--- src/exl_pkg.sv ---
`default_nettype none

package exl_pkg;

    localparam int LINE_BYTES       = 2048;
    localparam int NAME_STORE_BYTES = 2048;
    localparam int LINE_POS_W       = $clog2(LINE_BYTES);
    localparam int NAME_OFF_W       = $clog2(NAME_STORE_BYTES);
    localparam int TOKEN_POS_W      = 11;
    localparam int VALUE_W          = 31;
    localparam int BYTE_W           = 8;
    localparam int KW_BUF_DEPTH     = 4;
    localparam int KW_IDX_W         = $clog2(KW_BUF_DEPTH);
    localparam int KW_CNT_W         = 3;
    localparam int QUEUE_DEPTH      = 4;
    localparam int QPTR_W           = $clog2(QUEUE_DEPTH);
    localparam int QCNT_W           = $clog2(QUEUE_DEPTH + 1);

    localparam logic [VALUE_W-1:0] NUM_MAX = {VALUE_W{1'b1}};

    localparam logic [BYTE_W-1:0] CH_NUL   = 8'h00;
    localparam logic [BYTE_W-1:0] CH_PLUS  = 8'h2B;
    localparam logic [BYTE_W-1:0] CH_MINUS = 8'h2D;
    localparam logic [BYTE_W-1:0] CH_STAR  = 8'h2A;
    localparam logic [BYTE_W-1:0] CH_SLASH = 8'h2F;
    localparam logic [BYTE_W-1:0] CH_LOW_T = 8'h74;
    localparam logic [BYTE_W-1:0] CH_LOW_F = 8'h66;

    typedef enum logic [3:0] {
        TK_PLUS      = 4'd0,
        TK_MINUS     = 4'd1,
        TK_MUL       = 4'd2,
        TK_DIV       = 4'd3,
        TK_NUMBER    = 4'd4,
        TK_BOOL      = 4'd5,
        TK_IDENT     = 4'd6,
        TK_NAME_BYTE = 4'd7,
        TK_ERROR     = 4'd8
    } token_kind_t;

    typedef enum logic [2:0] {
        MODE_IDLE    = 3'd0,
        MODE_NUMBER  = 3'd1,
        MODE_KEYWORD = 3'd2,
        MODE_IDENT   = 3'd3,
        MODE_ERROR   = 3'd4
    } scan_mode_t;

    typedef logic [KW_BUF_DEPTH-1:0][BYTE_W-1:0] kw_buf_t;

    typedef struct packed {
        logic                     head_en;
        token_kind_t              head_kind;
        logic [VALUE_W-1:0]       head_value;
        logic [TOKEN_POS_W-1:0]   head_pos;
        logic [KW_CNT_W-1:0]      buf_cnt;
        kw_buf_t                  buf_bytes;
        logic [TOKEN_POS_W-1:0]   buf_base;
        logic                     name_en;
        logic [BYTE_W-1:0]        name_byte;
        logic                     tail_en;
        token_kind_t              tail_kind;
        logic [TOKEN_POS_W-1:0]   pos;
    } exl_desc_t;

    function automatic logic is_digit(input logic [BYTE_W-1:0] c);
        return (c >= 8'h30) && (c <= 8'h39);
    endfunction

    function automatic logic is_letter(input logic [BYTE_W-1:0] c);
        return ((c >= 8'h41) && (c <= 8'h5A)) || ((c >= 8'h61) && (c <= 8'h7A));
    endfunction

    function automatic logic [BYTE_W-1:0] to_lower(input logic [BYTE_W-1:0] c);
        return ((c >= 8'h41) && (c <= 8'h5A)) ? c + 8'h20 : c;
    endfunction

    function automatic logic [BYTE_W-1:0] kw_char(input logic is_false,
                                                 input logic [KW_CNT_W-1:0] idx);
        logic [BYTE_W-1:0] ch;
        ch = CH_NUL;
        if (is_false) begin
            case (idx)
                3'd0:    ch = 8'h66;
                3'd1:    ch = 8'h61;
                3'd2:    ch = 8'h6C;
                3'd3:    ch = 8'h73;
                3'd4:    ch = 8'h65;
                default: ch = CH_NUL;
            endcase
        end else begin
            case (idx)
                3'd0:    ch = 8'h74;
                3'd1:    ch = 8'h72;
                3'd2:    ch = 8'h75;
                3'd3:    ch = 8'h65;
                default: ch = CH_NUL;
            endcase
        end
        return ch;
    endfunction

endpackage

`default_nettype wire

--- src/exl_front.sv ---
`default_nettype none

module exl_front (
    input  logic                clk,
    input  logic                rst_n,
    input  logic [7:0]          text_byte,
    input  logic                text_valid,
    output logic                text_ready,
    output logic                push_valid,
    input  logic                push_ready,
    output exl_pkg::exl_desc_t  push_data
);
    import exl_pkg::*;

    scan_mode_t              mode_reg, mode_next;
    logic [VALUE_W-1:0]      acc_reg, acc_next;
    kw_buf_t                 kbuf_reg, kbuf_next;
    logic [KW_CNT_W-1:0]     kcount_reg, kcount_next;
    logic                    kfalse_reg, kfalse_next;
    logic [LINE_POS_W-1:0]   line_pos_reg, line_pos_next;
    logic [LINE_POS_W-1:0]   tstart_reg, tstart_next;
    logic [NAME_OFF_W-1:0]   noff_reg, noff_next;

    logic                    accept;
    logic                    c_digit, c_letter, c_alnum, c_op, c_kw_start;
    logic [BYTE_W-1:0]       c_lower;
    token_kind_t             op_kind;
    logic [KW_CNT_W-1:0]     kw_last, kw_idx;
    logic                    kw_match, kw_done;
    logic [VALUE_W+3:0]      acc_x10;
    logic [VALUE_W-1:0]      acc_sat;
    logic [TOKEN_POS_W-1:0]  pos_tok, tstart_tok;
    logic [NAME_OFF_W:0]     noff_sum;
    exl_desc_t               d;

    assign accept     = text_valid && push_ready;
    assign text_ready = push_ready;

    assign c_digit    = is_digit(text_byte);
    assign c_letter   = is_letter(text_byte);
    assign c_alnum    = c_digit || c_letter;
    assign c_lower    = to_lower(text_byte);
    assign c_kw_start = (c_lower == CH_LOW_T) || (c_lower == CH_LOW_F);

    always_comb
    begin
        c_op    = 1'b1;
        op_kind = TK_PLUS;
        case (text_byte)
            CH_PLUS:  op_kind = TK_PLUS;
            CH_MINUS: op_kind = TK_MINUS;
            CH_STAR:  op_kind = TK_MUL;
            CH_SLASH: op_kind = TK_DIV;
            default:  c_op = 1'b0;
        endcase
    end

    assign kw_last  = kfalse_reg ? 3'd4 : 3'd3;
    assign kw_idx   = (kcount_reg > kw_last || kcount_reg >= 3'd4) ? kw_last : kcount_reg;
    assign kw_match = (c_lower == kw_char(kfalse_reg, kw_idx));
    assign kw_done  = kw_match && (kw_idx == kw_last);

    assign acc_x10 = ({4'b0, acc_reg} << 3) + ({4'b0, acc_reg} << 1)
                   + (VALUE_W+4)'(text_byte[3:0]);
    assign acc_sat = (acc_x10 > (VALUE_W+4)'(NUM_MAX)) ? NUM_MAX : acc_x10[VALUE_W-1:0];

    assign pos_tok    = TOKEN_POS_W'(line_pos_reg);
    assign tstart_tok = TOKEN_POS_W'(tstart_reg);

    always_comb
    begin
        mode_next = mode_reg;
        if (accept)
        begin
            case (mode_reg)
                MODE_NUMBER:
                    if (!c_digit)
                        mode_next = c_letter ? MODE_ERROR : MODE_IDLE;
                MODE_KEYWORD:
                    if (kw_match)
                    begin
                        if (kw_done)
                            mode_next = MODE_IDLE;
                    end
                    else
                        mode_next = c_alnum ? MODE_IDENT : MODE_IDLE;
                MODE_IDENT:
                    if (!c_alnum)
                        mode_next = MODE_IDLE;
                MODE_ERROR:
                    mode_next = MODE_ERROR;
                default:
                    if (c_digit)
                        mode_next = MODE_NUMBER;
                    else if (c_letter)
                        mode_next = c_kw_start ? MODE_KEYWORD : MODE_IDENT;
                    else
                        mode_next = MODE_IDLE;
            endcase
            if (text_byte == CH_NUL)
                mode_next = MODE_IDLE;
        end
    end

    always_comb
    begin
        d             = '0;
        d.pos         = pos_tok;
        d.buf_base    = tstart_tok;
        d.buf_bytes   = kbuf_reg;
        acc_next      = acc_reg;
        kbuf_next     = kbuf_reg;
        kcount_next   = kcount_reg;
        kfalse_next   = kfalse_reg;
        tstart_next   = tstart_reg;
        line_pos_next = line_pos_reg;
        noff_sum      = '0;
        noff_next     = noff_reg;
        if (accept)
        begin
            case (mode_reg)
                MODE_NUMBER:
                    if (c_digit)
                        acc_next = acc_sat;
                    else
                    begin
                        d.head_en    = 1'b1;
                        d.head_kind  = TK_NUMBER;
                        d.head_value = acc_reg;
                        d.head_pos   = tstart_tok;
                        d.tail_en    = c_letter || c_op;
                        d.tail_kind  = c_letter ? TK_ERROR : op_kind;
                    end
                MODE_KEYWORD:
                    if (kw_match)
                    begin
                        if (kw_done)
                        begin
                            d.head_en    = 1'b1;
                            d.head_kind  = TK_BOOL;
                            d.head_value = VALUE_W'(!kfalse_reg);
                            d.head_pos   = tstart_tok;
                            kcount_next  = '0;
                        end
                        else
                        begin
                            kbuf_next[kw_idx[KW_IDX_W-1:0]] = text_byte;
                            kcount_next = kw_idx + 3'd1;
                        end
                    end
                    else
                    begin
                        d.head_en    = 1'b1;
                        d.head_kind  = TK_IDENT;
                        d.head_value = VALUE_W'(noff_reg);
                        d.head_pos   = tstart_tok;
                        d.buf_cnt    = kw_idx;
                        d.name_en    = 1'b1;
                        d.name_byte  = c_alnum ? text_byte : CH_NUL;
                        d.tail_en    = !c_alnum && c_op;
                        d.tail_kind  = op_kind;
                        kcount_next  = '0;
                    end
                MODE_IDENT:
                begin
                    d.name_en   = 1'b1;
                    d.name_byte = c_alnum ? text_byte : CH_NUL;
                    d.tail_en   = !c_alnum && c_op;
                    d.tail_kind = op_kind;
                end
                MODE_ERROR:
                    d.tail_en = 1'b0;
                default:
                    if (c_digit)
                    begin
                        acc_next    = VALUE_W'(text_byte[3:0]);
                        tstart_next = line_pos_reg;
                    end
                    else if (c_letter)
                    begin
                        tstart_next = line_pos_reg;
                        if (c_kw_start)
                        begin
                            kbuf_next[0] = text_byte;
                            kcount_next  = 3'd1;
                            kfalse_next  = (c_lower == CH_LOW_F);
                        end
                        else
                        begin
                            d.head_en    = 1'b1;
                            d.head_kind  = TK_IDENT;
                            d.head_value = VALUE_W'(noff_reg);
                            d.head_pos   = pos_tok;
                            d.name_en    = 1'b1;
                            d.name_byte  = text_byte;
                        end
                    end
                    else
                    begin
                        d.tail_en   = c_op;
                        d.tail_kind = op_kind;
                    end
            endcase

            noff_sum = {1'b0, noff_reg} + (NAME_OFF_W+1)'(d.buf_cnt)
                     + (NAME_OFF_W+1)'(d.name_en);
            if (noff_sum >= (NAME_OFF_W+1)'(NAME_STORE_BYTES))
                noff_next = NAME_OFF_W'(noff_sum - (NAME_OFF_W+1)'(NAME_STORE_BYTES));
            else
                noff_next = noff_sum[NAME_OFF_W-1:0];

            if (text_byte == CH_NUL)
            begin
                kcount_next   = '0;
                line_pos_next = '0;
            end
            else if (line_pos_reg < LINE_POS_W'(LINE_BYTES - 1))
                line_pos_next = line_pos_reg + 1'b1;
        end
    end

    assign push_data  = d;
    assign push_valid = accept && (d.head_en || d.name_en || d.tail_en);

    always_ff @(posedge clk or negedge rst_n)
    begin
        if (!rst_n)
        begin
            mode_reg     <= MODE_IDLE;
            acc_reg      <= '0;
            kbuf_reg     <= '0;
            kcount_reg   <= '0;
            kfalse_reg   <= 1'b0;
            line_pos_reg <= '0;
            tstart_reg   <= '0;
            noff_reg     <= '0;
        end
        else
        begin
            mode_reg     <= mode_next;
            acc_reg      <= acc_next;
            kbuf_reg     <= kbuf_next;
            kcount_reg   <= kcount_next;
            kfalse_reg   <= kfalse_next;
            line_pos_reg <= line_pos_next;
            tstart_reg   <= tstart_next;
            noff_reg     <= noff_next;
        end
    end

endmodule

`default_nettype wire

--- src/exl_queue.sv ---
`default_nettype none

module exl_queue (
    input  logic                clk,
    input  logic                rst_n,
    input  logic                push_valid,
    output logic                push_ready,
    input  exl_pkg::exl_desc_t  push_data,
    output logic                pop_valid,
    input  logic                pop_ready,
    output exl_pkg::exl_desc_t  pop_data
);
    import exl_pkg::*;

    exl_desc_t           mem_reg [QUEUE_DEPTH];
    logic [QPTR_W-1:0]   wr_ptr_reg, wr_ptr_next;
    logic [QPTR_W-1:0]   rd_ptr_reg, rd_ptr_next;
    logic [QCNT_W-1:0]   count_reg, count_next;
    logic                push, pop;

    assign push_ready = (count_reg != QCNT_W'(QUEUE_DEPTH));
    assign pop_valid  = (count_reg != '0);
    assign pop_data   = mem_reg[rd_ptr_reg];
    assign push       = push_valid && push_ready;
    assign pop        = pop_ready && pop_valid;

    always_comb
    begin
        wr_ptr_next = wr_ptr_reg;
        rd_ptr_next = rd_ptr_reg;
        count_next  = count_reg;
        if (push)
            wr_ptr_next = (wr_ptr_reg == QPTR_W'(QUEUE_DEPTH - 1)) ? '0 : wr_ptr_reg + 1'b1;
        if (pop)
            rd_ptr_next = (rd_ptr_reg == QPTR_W'(QUEUE_DEPTH - 1)) ? '0 : rd_ptr_reg + 1'b1;
        if (push && !pop)
            count_next = count_reg + 1'b1;
        else if (pop && !push)
            count_next = count_reg - 1'b1;
    end

    always_ff @(posedge clk)
    begin
        if (push)
            mem_reg[wr_ptr_reg] <= push_data;
    end

    always_ff @(posedge clk or negedge rst_n)
    begin
        if (!rst_n)
        begin
            wr_ptr_reg <= '0;
            rd_ptr_reg <= '0;
            count_reg  <= '0;
        end
        else
        begin
            wr_ptr_reg <= wr_ptr_next;
            rd_ptr_reg <= rd_ptr_next;
            count_reg  <= count_next;
        end
    end

    assert property (@(posedge clk) disable iff (!rst_n)
        count_reg <= QCNT_W'(QUEUE_DEPTH))
        else $error("queue count beyond depth");

    assert property (@(posedge clk) disable iff (!rst_n)
        push && !pop |=> count_reg == $past(count_reg) + 1'b1)
        else $error("queue count missed a push");

    assert property (@(posedge clk) disable iff (!rst_n)
        pop_ready |-> pop_valid)
        else $error("pop from empty queue");

endmodule

`default_nettype wire

--- src/exl_back.sv ---
`default_nettype none

module exl_back (
    input  logic                clk,
    input  logic                rst_n,
    input  logic                desc_valid,
    output logic                desc_ready,
    input  exl_pkg::exl_desc_t  desc,
    output logic                token_valid,
    input  logic                token_ready,
    output logic [3:0]          token_kind,
    output logic [30:0]         token_value,
    output logic [10:0]         token_position,
    output logic                last_of_run
);
    import exl_pkg::*;

    logic                    head_done_reg, head_done_next;
    logic [KW_CNT_W-1:0]     buf_idx_reg, buf_idx_next;
    logic                    name_done_reg, name_done_next;
    logic                    tail_done_reg, tail_done_next;

    logic                    out_valid_reg;
    token_kind_t             out_kind_reg;
    logic [VALUE_W-1:0]      out_value_reg;
    logic [TOKEN_POS_W-1:0]  out_pos_reg;
    logic                    out_last_reg;

    token_kind_t             sel_kind;
    logic [VALUE_W-1:0]      sel_value;
    logic [TOKEN_POS_W-1:0]  sel_pos;
    logic                    sel_last;
    logic                    out_free, step;

    assign out_free = !out_valid_reg || token_ready;
    assign step     = desc_valid && out_free;

    always_comb
    begin
        sel_kind       = desc.tail_kind;
        sel_value      = '0;
        sel_pos        = desc.pos;
        head_done_next = head_done_reg;
        buf_idx_next   = buf_idx_reg;
        name_done_next = name_done_reg;
        tail_done_next = tail_done_reg;
        if (desc.head_en && !head_done_reg)
        begin
            sel_kind       = desc.head_kind;
            sel_value      = desc.head_value;
            sel_pos        = desc.head_pos;
            head_done_next = 1'b1;
        end
        else if (buf_idx_reg < desc.buf_cnt)
        begin
            sel_kind     = TK_NAME_BYTE;
            sel_value    = VALUE_W'(desc.buf_bytes[buf_idx_reg[KW_IDX_W-1:0]]);
            sel_pos      = desc.buf_base + TOKEN_POS_W'(buf_idx_reg);
            buf_idx_next = buf_idx_reg + 1'b1;
        end
        else if (desc.name_en && !name_done_reg)
        begin
            sel_kind       = TK_NAME_BYTE;
            sel_value      = VALUE_W'(desc.name_byte);
            name_done_next = 1'b1;
        end
        else
            tail_done_next = 1'b1;

        sel_last = !((desc.head_en && !head_done_next) || (buf_idx_next < desc.buf_cnt)
                  || (desc.name_en && !name_done_next) || (desc.tail_en && !tail_done_next));
    end

    assign desc_ready = step && sel_last;

    always_ff @(posedge clk or negedge rst_n)
    begin
        if (!rst_n)
        begin
            head_done_reg <= 1'b0;
            buf_idx_reg   <= '0;
            name_done_reg <= 1'b0;
            tail_done_reg <= 1'b0;
            out_valid_reg <= 1'b0;
        end
        else
        begin
            if (step)
            begin
                if (sel_last)
                begin
                    head_done_reg <= 1'b0;
                    buf_idx_reg   <= '0;
                    name_done_reg <= 1'b0;
                    tail_done_reg <= 1'b0;
                end
                else
                begin
                    head_done_reg <= head_done_next;
                    buf_idx_reg   <= buf_idx_next;
                    name_done_reg <= name_done_next;
                    tail_done_reg <= tail_done_next;
                end
            end
            if (step)
                out_valid_reg <= 1'b1;
            else if (token_ready)
                out_valid_reg <= 1'b0;
        end
    end

    always_ff @(posedge clk)
    begin
        if (step)
        begin
            out_kind_reg  <= sel_kind;
            out_value_reg <= sel_value;
            out_pos_reg   <= sel_pos;
            out_last_reg  <= sel_last;
        end
    end

    assign token_valid    = out_valid_reg;
    assign token_kind     = out_kind_reg;
    assign token_value    = out_value_reg;
    assign token_position = out_pos_reg;
    assign last_of_run    = out_last_reg;

    assert property (@(posedge clk) disable iff (!rst_n)
        buf_idx_reg <= KW_CNT_W'(KW_BUF_DEPTH))
        else $error("name byte index past keyword buffer");

    assert property (@(posedge clk) disable iff (!rst_n)
        (head_done_reg || name_done_reg || tail_done_reg || buf_idx_reg != '0) |-> desc_valid)
        else $error("expansion progress without a pending word");

endmodule

`default_nettype wire

--- src/expression_lexer_core.sv ---
// Channel   Valid        Ready        Payload
// text      text_valid   text_ready   text_byte
// token     token_valid  token_ready  token_kind, token_value, token_position, last_of_run
//
// One text byte is taken per cycle while the descriptor queue has room.
// A byte can yield up to 7 tokens, which leave the output stage one token word per
// cycle while token_ready is high; the queue (4 entries) absorbs the bursts.
// Reset clears the scanner state, the line position, the name offset and the queue.
// A stalled token port backs up the queue and then drops text_ready.
`default_nettype none

module expression_lexer_core (
    input  logic        clk,
    input  logic        rst_n,
    input  logic [7:0]  text_byte,
    input  logic        text_valid,
    output logic        text_ready,
    output logic [3:0]  token_kind,
    output logic [30:0] token_value,
    output logic [10:0] token_position,
    output logic        last_of_run,
    output logic        token_valid,
    input  logic        token_ready
);
    import exl_pkg::*;

    logic       push_valid, push_ready;
    exl_desc_t  push_data;
    logic       pop_valid, pop_ready;
    exl_desc_t  pop_data;

    exl_front u_front (
        .clk        (clk),
        .rst_n      (rst_n),
        .text_byte  (text_byte),
        .text_valid (text_valid),
        .text_ready (text_ready),
        .push_valid (push_valid),
        .push_ready (push_ready),
        .push_data  (push_data)
    );

    exl_queue u_queue (
        .clk        (clk),
        .rst_n      (rst_n),
        .push_valid (push_valid),
        .push_ready (push_ready),
        .push_data  (push_data),
        .pop_valid  (pop_valid),
        .pop_ready  (pop_ready),
        .pop_data   (pop_data)
    );

    exl_back u_back (
        .clk            (clk),
        .rst_n          (rst_n),
        .desc_valid     (pop_valid),
        .desc_ready     (pop_ready),
        .desc           (pop_data),
        .token_valid    (token_valid),
        .token_ready    (token_ready),
        .token_kind     (token_kind),
        .token_value    (token_value),
        .token_position (token_position),
        .last_of_run    (last_of_run)
    );

endmodule

`default_nettype wire

--- config.mk ---
export PLATFORM = sky130hd
export DESIGN_NAME = expression_lexer_core
export DESIGN_NICKNAME = d
export VERILOG_FILES = /design/src/exl_pkg.sv /design/src/exl_front.sv /design/src/exl_queue.sv /design/src/exl_back.sv /design/src/expression_lexer_core.sv
export SDC_FILE = /design/constraint.sdc
export NUM_CORES = 1
export LEC_CHECK = 0
export BUFFER_PORTS_ARGS = -buffer_cell sky130_fd_sc_hd__buf_2
export CAP_MARGIN = 10
export CORE_MARGIN = 2
export CORE_UTILIZATION = 59
export CTS_BUF_LIST = sky130_fd_sc_hd__clkbuf_8
export CTS_CLUSTER_DIAMETER = 120
export DETAILED_ROUTE_END_ITERATION = 8
export GPL_TIMING_DRIVEN = 1
export MAX_ROUTING_LAYER = met4
export PLACE_DENSITY = 0.79
export SETUP_SLACK_MARGIN = 0.2
export SKIP_LAST_GASP = 1
export SYNTH_ARGS = -nofsm -noshare
export SYNTH_HDL_FRONTEND = slang
export SYNTH_SLANG_ARGS = --single-unit
--- constraint.sdc ---
create_clock -name clk -period 9 [get_ports clk]
set_input_delay 1.35 -clock clk [delete_from_list [all_inputs] [get_ports clk]]
set_output_delay 1.35 -clock clk [all_outputs]
set_load 0.01 [all_outputs]
Word-level counts from Yosys, hierarchy flattened:

Memories as Yosys holds them, arrays and structs flattened.
Cells that the tools add are included.

* $add $sub $neg: 14
* $lt $le $gt $ge: 16
* eq/ne operators: 27
* mux-type cells: 99
* bitwise operators: 5
* reductions and logical operators: 66

Operators with widths (number)
* $mux W47: 6
* $mux W31: 5
* $pmux W47 S3: 1
* $mux W8: 11
* $mux W11: 7
* $mux W3: 24
* $pmux W31 S2: 1
* $mux W50: 1
* $mux W14: 3
* $add A34 B32 Y35: 1
* $add A35 B4 Y35: 1
* $gt A35 B31 Y1 const B: 1
* $pmux W7 S5: 1
* $bwmux W32: 1
* $eq A8 B6 Y1 const B: 4
* $pmux W7 S4: 1
* $mux W9: 3
* $pmux W9 S3: 1
* $logic_and A1 B1 Y1: 19
* $bmux W8 S2: 1
* $demux W8 S2: 1
* $eq A8 B7 Y1 const B: 2
* $ge A8 B7 Y1 const B: 2
* $le A8 B7 Y1 const B: 2
* other kinds (53): 127

* flip-flop bits (word level): 164
* bits in writable memories: 472
* input port bits: 12
* output and inout bits: 49
* logic and storage cells: 251
* memories kept: 1

Memory list
* u_queue.mem_reg: words 4, bits a word 118, read ports 1, clocked after Yosys merged registers in 0, wr ports 1, RTL line exl_queue.sv:15 `exl_desc_t mem_reg [QUEUE_DEPTH];`

Longest topological paths before layout:

Gate-level depths: netlist of the first run.

* depth after elaboration: 21
* gate-level depth with buffers: 26
* gate-level depth less buffers: 25

Cells and area by module:

A second synthesis of the first run with hierarchy kept.

* cell total of the unflattened synthesis: 1785
* area total of the unflattened synthesis: 28418.5 µm²

By module, submodules not included
* exl_queue: instances 1, cells an instance 653, area an instance 17450.5 µm²
* exl_front: instances 1, cells an instance 874, area an instance 7980.2 µm²
* exl_back: instances 1, cells an instance 258, area an instance 2987.9 µm²

Least setup slack after synthesis of the first run:

OpenSTA, ideal clock, no wires.

* kind: register to register
* start point: reg u_front.kfalse_reg
* end point: mem u_queue.mem_reg[0][0] (netlist bit), enable pin
* library setup time: 0.591 ns
* data arrival time: 8.810 ns
* path slack: -0.400 ns
* cell stages (with the launch flop): 19
* period minus slack after synthesis: 9.400 ns
* cells stage by stage: dfrtp_1 -> inv_1 -> ha_1 -> a21oi_1 -> a32o_1 -> nand2_1 -> o21ai_0 -> inv_1 -> ha_1 -> clkbuf_1 -> or4_1 -> nor4_1 -> o31ai_1 -> nand4_1 -> nor3_1 -> buf_4 -> a221oi_1 -> o21ai_4 -> nor2_1

* cells in the longest elaborated chain, start to end: 19

RTL lines
* start, declared: RTL line exl_front.sv:19 `logic kfalse_reg, kfalse_next;`
* start signal, assigned: RTL line exl_front.sv:244 `kfalse_reg <= kfalse_next;`
* $mux W3: RTL line exl_front.sv:58 `assign kw_last = kfalse_reg ? 3'd4 : 3'd3;`
* $gt A3 B3 Y1: RTL line exl_front.sv:59 `assign kw_idx = (kcount_reg > kw_last || kcount_reg >= 3'd4) ? kw_last : kcount_reg;`
* $logic_or A1 B1 Y1: RTL line exl_front.sv:59
* $mux W3: RTL line exl_front.sv:59
* $eq A3 B3 Y1, or another cell as far along: RTL line exl_pkg.sv:83 `case (idx)`
* $pmux W7 S5 or $pmux W7 S4 (tied branches): RTL line exl_pkg.sv:83, exl_pkg.sv:92
* $mux W8: RTL line exl_pkg.sv:82 `if (is_false) begin`
* $eq A8 B8 Y1: RTL line exl_front.sv:60 `assign kw_match = (c_lower == kw_char(kfalse_reg, kw_idx));`
* [... 3 more ...]
* $pmux W47 S3: RTL line exl_front.sv:121 `case (mode_reg)`
* $mux W50: RTL line exl_front.sv:119 `if (accept)`
* $logic_or A1 B1 Y1: RTL line exl_front.sv:223 `assign push_valid = accept && (d.head_en || d.name_en || d.tail_en);`
* $logic_or A1 B1 Y1 *: RTL line exl_front.sv:223
* $logic_and A1 B1 Y1 *: RTL line exl_front.sv:223
* $logic_and A1 B1 Y1 *: RTL line exl_queue.sv:24 `assign push = push_valid && push_ready;`
* $mux W1 *: RTL line exl_queue.sv:44 `if (push)`
* $mux W1 (not written as such) *: RTL line exl_queue.sv:45 `mem_reg[wr_ptr_reg] <= push_data;`
* end, declared: RTL line exl_queue.sv:15

Every way passes the cells marked *; elsewhere a longest branch is shown, timed or not. The select of a mux whose other input is x is not followed.

Final worst setup path of the first run:

* start point: reg u_front.kfalse_reg
* end point: reg u_queue.count_reg[1]

RTL lines
* $mux W3: RTL line exl_front.sv:58
* $gt A3 B3 Y1: RTL line exl_front.sv:59
* $logic_or A1 B1 Y1: RTL line exl_front.sv:59
* $mux W3: RTL line exl_front.sv:59
* $eq A3 B3 Y1, or another cell as far along: RTL line exl_pkg.sv:83
* $pmux W7 S5 or $pmux W7 S4 (tied branches): RTL line exl_pkg.sv:83, exl_pkg.sv:92
* $mux W8: RTL line exl_pkg.sv:82
* $eq A8 B8 Y1: RTL line exl_front.sv:60
* [... 5 more ...]
* $logic_or A1 B1 Y1: RTL line exl_front.sv:223
* $logic_or A1 B1 Y1 *: RTL line exl_front.sv:223
* $logic_and A1 B1 Y1 *: RTL line exl_front.sv:223
* $logic_and A1 B1 Y1 *: RTL line exl_queue.sv:24
* via u_queue.push: RTL line exl_queue.sv:19 `logic push, pop;`
* $logic_and A1 B1 Y1 *: RTL line exl_queue.sv:36 `if (push && !pop)`
* $mux W3 *: RTL line exl_queue.sv:36
* via u_queue.count_next[1]: RTL line exl_queue.sv:18 `logic [QCNT_W-1:0] count_reg, count_next;`
* end signal, assigned: RTL line exl_queue.sv:60 `count_reg <= count_next;`
* end, declared: RTL line exl_queue.sv:18

Mark *: on every way through the listed nets, which the timed path passes. The rest lies on a longest branch. The select of a mux whose other input is x is not followed.
A chain may end at the register's enable or synchronous reset.

==> results.py, run 1 <==
metrics = {
    "synth": {
        "synth_edf_count": 507,
        "post-synth-top-count-cell": "edfxtp_1",
        "synthArstFlopShare": 0.188,
        "synth_top_area_share": 0.550,
        "yosys-top-cells-count": "edfxtp_1, mux4_2, nand2_1",
        "synth.avg_cell_area_um2": 15.6,
        "netlist.top_cell.by_area": "edfxtp_1",
        "yosys_warnings": 0,
        "synthFlopType": "edfxtp_1",
        "yosys_register_bits": 624,
        "syn_inst": 1780,
        "ys_seq_area_frac": 0.655,
        "synthDistinctLibCells": 84,
        "synthTopCellsByArea": "edfxtp_1, dfrtp_1, mux4_2, ha_1, nand2_1",
        "syn_area_mm2": 0.0277,
    },
    "timing": {
        "tightest_slew_ns": 1.18,
        "rsz0062_at_grt": "false",
        "fin_tns_setup_ns": 0,
        "setup_viol": 0,
        "period_needed_ns": 6.91,
        "slew_violations": 0,
        "relSlewSlack": 0.212,
        "finalHoldViolCount": 0,
        "worst_slack_ns": 2.09,
        "fmax_ghz": 0.145,
        "period_share": 0.768,
        "clock_skew_ns": 0.0474,
    },
    "floorplan": {
        "dieArea_mm2": 0.0487,
        "core_mm2": 0.0465,
        "ios": 61,
        "start_util": 0.596,
        "dieWidth_um": 221,
        "rows": 79,
        "chipHeight_um": 221,
    },
    "cts": {
        "cts_setup_buffers": 0,
        "h-tree-depth": 3,
        "clockBufferDepth": 3,
        "cts_repair_resize_count": 0,
        "insertion_delay_ns": 0.69,
        "cts_hold_buf": 0,
        "cts_root_buffer": "clkbuf_8",
        "cts_tree": "done",
        "cts_made_buffers": 95,
        "cts.sinks": 624,
        "clk_pin_slew_worst_paths_ns": 0.06,
    },
    "place": {
        "dp_slack_ns": 2.15,
        "place_area_mm2": 0.0287,
        "post-dp-hpwl_um": 38400,
        "dp_cells": 2393,
        "place_congestion": 0.880,
        "io_buffers": 60,
    },
    "global_route": {
        "grt_max_degree": 102,
        "grt_pass1_vias": 16422,
        "grt_remaining_overflow": 0,
        "grt_pass1_wl_um": 92300,
        "antenna_found_initial": 1,
        "grt_usage": 0.260,
    },
    "finish": {
        "largest_reg_flops": 460,
        "syn_to_final_growth_pct": 10.1,
        "drive_gt1_frac": 0.188,
        "fillers": 3085,
        "final_cells": 2573,
        "fin_nets": 1991,
        "fin_area_mm2": 0.0305,
    },
    "worst_hold_path": {
        "hp-start": "u_front.noff_reg[10]",
        "hold_path.class": "reg -> reg",
    },
    "critical_path": {
        "setup.worst_path.end_class": "register",
        "r2r-start": "u_front.kfalse_reg",
        "required_ns": 9.57,
        "max_stage_delay_ns": 0.62,
        "crit_fanout": 14,
        "path_cells": "inv_1, ha_1, a21oi_1, a32o_1, nand2_1, o21ai_0, inv_1, ha_1, or4_1, o21ai_1, xor2_1, nand4_1, or4_1, nor4_1, a211o_1, inv_2, o21ai_4, inv_1, ha_1, inv_1, fa_1, mux2_2",
        "crit_path_top_delay_cell": "dfrtp_1",
        "critical_path.top_delay_family": "compound AO/OA/AOI/OAI gates",
        "arrival_ns": 7.48,
        "crit_top_cell": "inv_1",
        "startpoint": "u_front.kfalse_reg",
        "startpoint_type": "register",
        "criticalPathCategory": "reg -> reg",
        "regToRegSetupSlack_ns": 2.09,
        "crit_buf_inv": 5,
    },
    "power": {
        "power_density_mw_per_mm2": 293,
        "ir_worst_vdd_mv": 0.169,
        "power_leakage_nw": 11.5,
    },
    "drt": {
        "drt-total-wl_um": 59700,
        "postRouteAntennaNets": 0,
        "drt-initial-drc-count": 1599,
        "drc": 0,
        "avgRoutedWirePerCell_um": 23.2,
        "num_vias": 16174,
        "viasPerCell": 6.29,
        "dr.pass1.iters": 5,
    },
    "job": {
        "cap_violations": 0,
    },
    "status": {
        "status": "finished, final reports clean",
    },
}
-- through the flow --
stage	power, mW	hold WS, ns	util
2_1_floorplan	5.94	0.446	-
5_1_grt	9.37	0.493	0.656
3_5_place_dp	6.82	0.469	0.618
4_1_cts	8.97	0.478	0.656
3_3_place_gp	6.71	0.465	0.618
6_report	8.92	0.478	0.656
-- cell usage in the layout (no fill, tap or decap), types with 24 or more instances in the layout --
cell type | Yosys | final
edfxtp_1 | 507 | 507
nand2_1 | 123 | 123
mux4_2 | 123 | 123
dfrtp_1 | 117 | 115
clkbuf_8 | 0 | 101
ha_1 | 90 | 90
a21oi_1 | 81 | 81
inv_1 | 43 | 80
nor2_1 | 82 | 78
buf_2 | 16 | 59
and2_1 | 53 | 53
o21ai_0 | 52 | 52
xor2_1 | 32 | 32
nand3_1 | 32 | 32
xnor2_1 | 26 | 26
buf_4 | 1 | 24
-- cell type report --
cell class	instances	area (µm²)	share of cell area
Inverter	46	173	0.00566
Clock inverter	77	397	0.0130
Antenna cell	2	5.00	0.000164
Tap cell	607	759	0.0249
Timing Repair Buffer	85	515	0.0169
Sequential cell	624	18200	0.596
Clock buffer	101	1390	0.0456
Multi-Input combinational cell	1031	9090	0.298
-- worst register-to-register path, stage by stage, from the launching register on --
cell,delay [ns]
dfrtp_1,0.62
inv_1,0.26
ha_1,0.39
a21oi_1,0.19
a32o_1,0.25
nand2_1,0.15
o21ai_0,0.46
inv_1,0.13
ha_1,0.33
or4_1,0.54
o21ai_1,0.10
xor2_1,0.17
nand4_1,0.09
or4_1,0.47
nor4_1,0.35
a211o_1,0.62
inv_2,0.17
o21ai_4,0.43
inv_1,0.09
ha_1,0.23
inv_1,0.08
fa_1,0.42
mux2_2,0.28
-- kinds of logic after synthesis --
family | share of synthesized area
AO/OA/AOI/OAI | 0.0684
XOR/XNOR | 0.0183
adder cells (fa/ha/maj) | 0.0450
other | 0.000135
AND/OR/NAND/NOR | 0.0763
multiplexers | 0.118
buffers and inverters | 0.0182
flip-flops | 0.655
-- report_power, final --
group	internal (mW)	switching, mW	total (mW)
Sequential	3.76	0.350	4.11
Clock	1.10	1.06	2.16
Combinational	1.10	1.55	2.65
Total	5.97	2.96	8.92
-- worst paths after layout --
check                      cells past startpoint                     to
min                                            1   u_front.noff_reg[10]
max                                           22   u_queue.count_reg[1]
min in group asynchronous                      1     u_front.kfalse_reg
max reg2reg                                   22   u_queue.count_reg[1]
max in group asynchronous                      2  u_queue.rd_ptr_reg[1]
min reg2reg                                    1   u_front.noff_reg[10]
-- metal layers --
metal  wire, µm  share of wire  track usage  vias to the layer above
met5          0              0            -                        -
met4       1460          0.025       0.0902                        0
met3       4800          0.080       0.0452                      126
met2      28900           0.48        0.407                      698
met1      24600           0.41        0.350                     8182
li1           -              -            -                     7168
No activity file was read; power rests on OpenSTA's default activity.
==> inputs of run 2 (changes only) <==
--- a/config.mk
+++ b/config.mk
@@ -5,16 +5,17 @@
 export SDC_FILE = /design/constraint.sdc
 export NUM_CORES = 1
 export LEC_CHECK = 0
+export ABC_AREA = 1
 export BUFFER_PORTS_ARGS = -buffer_cell sky130_fd_sc_hd__buf_2
 export CAP_MARGIN = 10
 export CORE_MARGIN = 2
-export CORE_UTILIZATION = 59
+export CORE_UTILIZATION = 60
 export CTS_BUF_LIST = sky130_fd_sc_hd__clkbuf_8
 export CTS_CLUSTER_DIAMETER = 120
 export DETAILED_ROUTE_END_ITERATION = 8
 export GPL_TIMING_DRIVEN = 1
 export MAX_ROUTING_LAYER = met4
-export PLACE_DENSITY = 0.79
+export PLACE_DENSITY = 0.77
 export SETUP_SLACK_MARGIN = 0.2
 export SKIP_LAST_GASP = 1
 export SYNTH_ARGS = -nofsm -noshare
==> constraint.sdc (replaced) <==
create_clock -name clk -period 7 [get_ports clk]
set_input_delay 1.05 -clock clk [delete_from_list [all_inputs] [get_ports clk]]
set_output_delay 1.05 -clock clk [all_outputs]
set_load 0.01 [all_outputs]
==> run 2 against run 1 <==
Largest cell class unchanged. Flip-flop and latch count is the same. Final cell count up 30%. Maximum frequency increased by 21%. Largest power group unchanged. Non-clock buffer count unchanged. Wire length grew 13%. Worst setup slack worse by 0.80 ns.
==> results.py, run 2 <==
metrics = {
    "status": {
        "status": "finished, final reports clean",
    },
    "critical_path": {
        "crit_top_cell": "nand2_1",
        "criticalPathCategory": "reg -> reg",
        "ff2ff_path_depth": 26,
        "crit_cells": 26,
        "required_ns": 7.54,
        "crit_path_top_delay_cell": "o21ai_0",
        "arrival_ns": 6.26,
        "startpoint_type": "register",
        "crit_buf_inv": 2,
        "crit_fanout": 10,
        "critical_path.top_delay_family": "adder cells",
        "max_stage_delay_ns": 0.54,
        "setup.worst_path.end_class": "register",
    },
    "floorplan": {
        "rows": 79,
        "ios": 61,
        "core_mm2": 0.0465,
        "chipHeight_um": 221,
        "dieWidth_um": 221,
        "dieArea_mm2": 0.0487,
        "start_util": 0.607,
    },
    "drt": {
        "dr.pass1.iters": 6,
        "drt-total-wl_um": 67400,
        "avgRoutedWirePerCell_um": 20.2,
        "drt-initial-drc-count": 2308,
        "num_vias": 19993,
        "drc": 0,
        "viasPerCell": 5.98,
        "postRouteAntennaNets": 0,
    },
    "global_route": {
        "grt_pass1_vias": 19574,
        "grt_max_degree": 109,
        "grt_pass1_wl_um": 107000,
        "grt_remaining_overflow": 0,
        "grt_usage": 0.294,
        "antenna_found_initial": 0,
    },
    "power": {
        "power_density_mw_per_mm2": 454,
        "ir_worst_vdd_mv": 0.274,
        "power_leakage_nw": 12.3,
        "total_power_mw": 14.1,
    },
    "synth": {
        "yosys_register_bits": 624,
        "post-synth-top-count-cell": "edfxtp_1",
        "netlist.top_cell.by_area": "edfxtp_1",
        "synth_edf_count": 507,
        "syn_area_mm2": 0.0282,
        "synthTopCellsByArea": "edfxtp_1, dfrtp_1, o21ai_0, nor2_1, nand2_1",
        "synth_top_area_share": 0.540,
        "synth.avg_cell_area_um2": 10.9,
        "yosys-top-cells-count": "edfxtp_1, nor2_1, nand2_1",
        "synthFlopType": "edfxtp_1",
        "syn_inst": 2575,
        "ys_seq_area_frac": 0.644,
        "synthArstFlopShare": 0.188,
        "synthDistinctLibCells": 58,
        "yosys_warnings": 0,
    },
    "timing": {
        "fmax_ghz": 0.175,
        "fin_tns_setup_ns": 0,
        "slew_violations": 0,
        "setup_viol": 0,
        "period_needed_ns": 5.72,
        "tightest_slew_ns": 1.15,
        "period_share": 0.816,
        "relSlewSlack": 0.230,
        "rsz0062_at_grt": "false",
        "finalHoldViolCount": 0,
        "clock_skew_ns": 0.0538,
    },
    "worst_hold_path": {
        "hold_path.class": "reg -> reg",
        "holdPathStages": 1,
    },
    "finish": {
        "fin_nets": 2761,
        "antenna_cells": 0,
        "syn_to_final_growth_pct": 10.1,
        "largest_reg_flops": 460,
        "drive_gt1_frac": 0.114,
        "final_cell_mix": "edfxtp_1, nor2_1, nand2_1",
        "final_common_cell": "edfxtp_1",
        "final_core_util": 0.668,
    },
    "cts": {
        "cts.sinks": 624,
        "cts_tree": "done",
        "insertion_delay_ns": 0.69,
        "cts_hold_buf": 0,
        "cts_repair_resize_count": 0,
        "cts_root_buffer": "clkbuf_8",
        "clk_pin_slew_worst_paths_ns": 0.06,
        "cts_made_buffers": 98,
        "clockBufferDepth": 3,
        "cts_setup_buffers": 0,
        "h-tree-depth": 3,
    },
    "job": {
        "cap_violations": 0,
    },
    "place": {
        "io_buffers": 60,
        "post-dp-hpwl_um": 42500,
        "place_congestion": 0.905,
    },
}
-- run 2: cell count changes after synthesis, sizes merged, moves of 22 or more --
cell,previous run,this run
nor2,82,394
o21ai,65,314
nand2,126,369
inv,45,174
mux4,123,0
a21oi,82,150
nand3,32,93
and2,53,1
o22ai,2,44
mux2,41,2
buf,21,43
-- run 2: final timing paths --
check                                     startpoint                     to  slack (ns)
worst max register to register    u_front.kfalse_reg   u_front.noff_reg[10]        1.28
worst min-delay path            u_front.noff_reg[10]   u_front.noff_reg[10]        0.50
worst max-delay path              u_front.kfalse_reg   u_front.noff_reg[10]        1.28
max in group asynchronous                      rst_n  u_queue.rd_ptr_reg[1]        5.04
worst min register to register  u_front.noff_reg[10]   u_front.noff_reg[10]        0.50
min in group asynchronous                      rst_n    u_front.acc_reg[25]        0.51
-- run 2: area by class of cell --
type | instances | area, µm²
Clock buffer | 109 | 1500
Clock inverter | 76 | 474
Fill cell | 3393 | 15400
Inverter | 179 | 689
Multi-Input combinational cell | 1665 | 8890
Sequential cell | 624 | 18200
Tap cell | 607 | 759
Timing Repair Buffer | 85 | 541
-- run 2: worst reg2reg max path, stage by stage (launching register included) --
cell     delay, ns
dfrtp_1       0.53
inv_2         0.16
ha_1          0.36
a21oi_1       0.13
nand2_1       0.06
nand2_1       0.05
nand2_1       0.17
o21ai_0       0.54
inv_1         0.18
ha_1          0.30
ha_1          0.25
o21ai_0       0.22
xor2_1        0.17
nor2_1        0.06
nand2_1       0.07
nor2_1        0.07
nand2_1       0.14
nand2_4       0.10
nand3_4       0.12
nand2_1       0.09
fa_1          0.44
fa_1          0.42
o21ai_0       0.27
nand4_1       0.19
nor3_1        0.25
nand2_1       0.10
xnor2_1       0.14
-- run 2: metrics by stage --
step	std cells	area [µm²]	setup WS [ns]	hold WS, ns
floorplan	2578	28200	1.03	0.445
global placement	3160	29000	1.38	0.469
detailed placement	3160	29000	1.33	0.491
CTS	3345	31000	1.29	0.487
global route	3345	31000	0.762	0.534
finish	3345	31000	1.28	0.497
-- run 2: cells by family (layout without fill, tap and decap cells) --
group | count (synthesis) | after routing | share of synthesized area
fa+ha+maj | 96 | 96 | 0.0442
xor+xnor | 25 | 25 | 0.00777
other cells | 1 | 4 | 0.000133
simple gates | 921 | 921 | 0.137
compound gates | 617 | 617 | 0.125
buf+inv | 289 | 449 | 0.0411
mux | 2 | 2 | 0.000799
flops | 624 | 624 | 0.644
-- run 2: where the power goes --
group	internal, mW	switching, mW
Sequential	5.49	0.562
Combinational	1.48	3.52
Clock	1.60	1.43
-- run 2: routing by layer --
layer | vias to the layer above | GRT usage | wire, µm
li1 | 9306 | - | -
met1 | 9681 | 0.397 | 27900
met2 | 900 | 0.465 | 32700
met3 | 106 | 0.0410 | 5380
met4 | 0 | 0.0938 | 1400
met5 | - | - | 0
